==> config.mk <==
export PLATFORM = sky130hd
export DESIGN_NAME = gbsp_row_cell
export DESIGN_NICKNAME = d
export VERILOG_FILES = /design/src/hw/rtl/gbsp_pkg.sv /design/src/hw/rtl/gbsp_row_cell.sv
export SDC_FILE = /design/constraint.sdc
export NUM_CORES = 1
export LEC_CHECK = 0
export BUFFER_PORTS_ARGS = -buffer_cell sky130_fd_sc_hd__buf_2
export CAP_MARGIN = 15
export CORE_MARGIN = 4
export CORE_UTILIZATION = 30
export DETAILED_ROUTE_END_ITERATION = 7
export GPL_ROUTABILITY_DRIVEN = 0
export PLACE_DENSITY = 0.58
export SYNTH_ARGS = -nofsm -noshare
export SYNTH_HDL_FRONTEND = slang
export SYNTH_SLANG_ARGS = --single-unit
==> constraint.sdc <==
create_clock -name clk -period 2.42 [get_ports clk]
set_input_delay 0.242 -clock clk [delete_from_list [all_inputs] [get_ports clk]]
set_output_delay 0.242 -clock clk [all_outputs]
set_load 0.01 [all_outputs]
==> src/hw/rtl/gbsp_pkg.sv <==
// ---------------------------------------------------------------------------
// Grid BFS shortest path package
// Widths, query and status types shared by the core, its cells and checker.
// ---------------------------------------------------------------------------
`default_nettype none

package gbsp_pkg;

    localparam int MAX_SIDE    = 32;
    localparam int COORD_W     = 6;
    localparam int DIST_W      = 10;
    localparam int IN_TDATA_W  = 48;
    localparam int OUT_TDATA_W = 16;

    // One decoded query, coordinates 0-based and side already clamped.
    typedef struct packed {
        logic [COORD_W-1:0] side;
        logic [COORD_W-1:0] start_row;
        logic [COORD_W-1:0] start_col;
        logic [COORD_W-1:0] end_row;
        logic [COORD_W-1:0] end_col;
        logic [COORD_W-1:0] block_row;
        logic [COORD_W-1:0] block_col;
        logic               has_block;
    } query_t;

    typedef struct packed {
        logic load;
        logic step;
    } cell_ctrl_t;

    typedef struct packed {
        logic hit;
        logic grew;
    } cell_status_t;

endpackage

`default_nettype wire

==> src/hw/rtl/gbsp_row_cell.sv <==
// ---------------------------------------------------------------------------
// Grid BFS row cell
// Holds the visited bits of one grid row and grows them by one step per
// cycle while its step control is high, from its own bits and those of the rows above and below.
// ---------------------------------------------------------------------------
`default_nettype none

module gbsp_row_cell #(
    parameter int MAX_SIDE = gbsp_pkg::MAX_SIDE,
    parameter int ROW      = 0
) (
    input  wire logic                   clk,
    input  wire logic                   rst_n,
    input  wire gbsp_pkg::cell_ctrl_t   ctrl,
    input  wire gbsp_pkg::query_t       query,
    input  wire logic [MAX_SIDE-1:0]    up_vis,
    input  wire logic [MAX_SIDE-1:0]    down_vis,
    output logic      [MAX_SIDE-1:0]    vis,
    output gbsp_pkg::cell_status_t      status
);

    import gbsp_pkg::*;

    localparam logic [COORD_W-1:0] ROW_ID = COORD_W'(ROW);

    logic [MAX_SIDE-1:0] vis_reg, vis_next;
    logic                grew_reg, grew_next;
    logic [MAX_SIDE-1:0] allow_reg, end_mask_reg;
    logic [MAX_SIDE-1:0] load_allow, load_start, load_end;
    logic [MAX_SIDE-1:0] grow_vis;
    logic                row_inside, row_blocked;

    always_comb
    begin
        row_inside  = ROW_ID < query.side;
        row_blocked = query.has_block && (ROW_ID == query.block_row);
        for (int c = 0; c < MAX_SIDE; c++)
        begin
            load_allow[c] = row_inside && (COORD_W'(c) < query.side)
                            && !(row_blocked && (COORD_W'(c) == query.block_col));
            load_start[c] = (ROW_ID == query.start_row) && (COORD_W'(c) == query.start_col);
            load_end[c]   = (ROW_ID == query.end_row) && (COORD_W'(c) == query.end_col);
        end
    end

    // A visited cell stays visited, even the start cell when it is the blocked one.
    assign grow_vis = vis_reg
                      | ((up_vis | down_vis | (vis_reg << 1) | (vis_reg >> 1)) & allow_reg);

    always_comb
    begin
        vis_next  = vis_reg;
        grew_next = grew_reg;
        if (ctrl.load)
        begin
            vis_next  = load_start;
            grew_next = 1'b1;
        end
        else if (ctrl.step)
        begin
            vis_next  = grow_vis;
            grew_next = |(grow_vis & ~vis_reg);
        end
    end

    always_ff @(posedge clk or negedge rst_n)
    begin
        if (!rst_n)
        begin
            vis_reg  <= '0;
            grew_reg <= 1'b0;
        end
        else
        begin
            vis_reg  <= vis_next;
            grew_reg <= grew_next;
        end
    end

    always_ff @(posedge clk)
    begin
        if (ctrl.load)
        begin
            allow_reg    <= load_allow;
            end_mask_reg <= load_end;
        end
    end

    assign vis         = vis_reg;
    assign status.hit  = |(vis_reg & end_mask_reg);
    assign status.grew = grew_reg;

endmodule

`default_nettype wire

==> reports/summary.txt <==
Run status -> complete, but fails checks
Failing checks -> hold timing
Post-DR vias/cell -> 5.66
Lkg Pwr -> 2.37 nW
Arrival @ worst endpoint -> 2.05 ns
Worst setup SP type -> flop
Flops & latches, synth -> 97
Period Utilization, post-route -> 0.947
Filler cells -> 1603
Post-DRT Antenna Nets -> 0
Switch share -> 0.265
Die height -> 135 um
H-tree Lvls -> 3
Critical Path Sink -> status[1]
Dpl cells -> 804
DRC viols -> 0
Nets@finish -> 710
Total gr overflow -> 0
Resized Gates After CTS -> 0
Vias in the first global route -> 4532
First-pass GRT wire length -> 26800 um
Total number of vias -> 4640
Maximum number of pins on one net before global-route repair -> 68
Post CTS Setup Buffer Count -> 0
R2r worst-path depth -> 5
CTS buffer count -> 9
Slew @ Worst Pin -> 0.843 ns
Multi-input gate area in the final layout -> 1940 sq um
ANT cells -> 0
Worst r2r dst -> grew_reg
Initial cell density of the core -> 0.304
DIE AREA -> 18100 sq um
Min Tclk post-route -> 2.29 ns
Unique masters post-synth -> 46
Worst-path clk slew -> 0.06 ns
Max-Cap Viols -> 0
Clock skew -> 0.00968 ns
Seq/Total Area, Yosys -> 0.571
PnR worst setup slack -> 0.128 ns
CP max FO -> 6
CTS tree -> yes
Setup TNS -> 0 ns
Flop pwr share -> 0.505
Worst vdd ir -> 0.306 mV
Die X -> 135 um
Slew HR -> 0.438
Hold slack -> -0.00538 ns
# rows -> 46
Hold Buf Count CTS -> 0
Type of the worst setup path -> flop to output pin
Synthesized area -> 4810 sq um
Endpoints failing hold -> 21
Clock Sinks -> 97
CP startpoint -> vis[27]
Reg2Reg Setup Slack -> 0.34 ns
Final cell count without fillers -> 820
Max Slew Vio Count -> 0
DP Wirelength -> 14100 um
Ratio of cells with drive above 1 in the final layout -> 0.293
Max Root-Sink Buffers -> 2
RSZ-0062 raised after global routing -> no
I/O pins -> 145
Gate Count Post-Synth -> 453
Worst skew pair latency -> 0.34 ns
Synthesis-to-layout area growth -> 26.8%
Core box area -> 15800 sq um
Port buffer count -> 144
Power Dens Cells -> 655 nW/um^2
Comb pwr share -> 0.146
Worst R2R Start -> vis[3]
EDFF count, synth -> 64
Async S/R FF share, synth -> 0.340
Switching Power -> 1.06 mW
Internal Pwr Total -> 2.94 mW
Post-DR wirelength/cell -> 22.1 um
Syn Area/Cell -> 10.6 sq um
Synthesized net count -> 564
Hold/Removal Path Class -> primary input to async pin
Crit. End Element -> output pin
Yosys warning total -> 0
Final setup violation count -> 0
Reg area -> 2750 sq um
Top FF cell, synth -> edfxtp_1
Initial DRC count -> 498
Total GRT Usage -> 0.196
Clk pwr share -> 0.349
Setup Slack @ Placement -> 0.350 ns
DRT Pass-1 Iters -> 5
Post-Route WL -> 18100 um
CTS root buf -> clkbuf_16
Fmax achieved -> 0.436 GHz
Crit path required time -> 2.18 ns
Initial antenna violation count -> 0
cell usage after synthesis, types with 3 or more instances:
library cell,count,area [sq um]
a21oi_1,18,90.1
a221oi_1,10,87.6
a22oi_1,20,150
a31oi_1,29,181
a32o_1,7,70.1
and3_1,3,18.8
buf_1,4,15.0
clkbuf_1,13,48.8
dfrtp_1,33,826
edfxtp_1,64,1920
inv_1,15,56.3
nand2_1,24,90.1
nand2b_1,6,37.5
nand3_1,8,40.0
nand3b_1,7,52.6
nand4_1,3,18.8
nor2_1,64,240
nor2b_1,18,113
nor3_1,3,15.0
nor4_1,3,18.8
o21ai_0,12,60.1
o22ai_1,29,181
o41ai_1,8,70.1
or2_2,4,25.0
or3_1,3,18.8
or4_1,22,165
kinds of logic after synthesis:
kind of cell	Yosys count	share of synthesized area
DFF	97	0.571
AOI/OAI and AO/OA	144	0.205
buffers and inverters	33	0.0265
and+or+nand+nor	179	0.198
routing by layer:
layer,vias up,part of all wire,GRT usage
met5,-,0,0
met4,0,0.040,0.0792
met3,55,0.10,0.0455
met2,347,0.46,0.308
met1,2162,0.40,0.261
li1,2076,-,-
layout by cell type (no fill, tap or decap), types with 2 or more instances in the layout:
master,instances
or3_1,3
or4_1,22
nand3b_1,7
and3b_1,2
nor2b_1,18
o22ai_1,29
nand4_1,3
o41ai_1,8
nand2_1,24
inv_1,15
a22oi_1,20
buf_2,143
clkinv_2,2
nor4_1,3
o21ai_0,12
nor2_1,64
a31oi_1,29
a21oi_1,18
nand4b_1,2
nand2b_1,6
clkbuf_16,9
dfrtp_2,2
and3_1,3
nand3_1,8
a32o_1,7
dfrtp_1,31
a221oi_1,9
and2_1,2
or2_2,4
edfxtp_1,64
nor3_1,3
buf_4,10
critical path, cell delays in order, from the launching register on:
cell      delay [ns]
dfrtp_2         0.46
a22o_2          0.26
a221oi_2        0.17
nand3_1         0.12
or4_1           0.54
buf_2           0.16
worst min-delay path by stage:
stage | from | endpoint
after global routing | rst_n | vis[25]
final | rst_n | vis[26]
after CTS | rst_n | vis[8]
after floorplan | rst_n | grew_reg
after detailed placement | rst_n | vis[25]
after global placement | rst_n | vis[0]
cell type report:
type | instances | share of cell area
flip-flops and latches | 97 | 0.451
multi-input cells | 323 | 0.319
repair buffers | 153 | 0.130
clock buffers | 10 | 0.0375
inverters | 15 | 0.00923
clock inverters | 6 | 0.00985
well taps | 216 | 0.0443
power by group through the flow:
stage          sequential [mW]  clock [mW]  combinational, mW
2_1_floorplan             2.01           0              0.262
3_3_place_gp              2.04           0              0.569
3_5_place_dp              2.04           0              0.573
4_1_cts                   2.01        1.40              0.576
5_1_grt                   2.02        1.48              0.632
6_report                  2.02        1.40              0.584
metrics by stage:
step,power [mW],hold WS [ns],cell area (sq um),util
5_1_grt,4.14,0.0422,6100,0.385
3_3_place_gp,2.61,0.357,5800,0.367
2_1_floorplan,2.27,-0.0536,4810,-
6_report,3.99,-0.00538,6100,0.385
4_1_cts,3.99,0.0000628,6090,0.385
3_5_place_dp,2.62,0.364,5800,0.367
(Power assumes the default switching activity.)
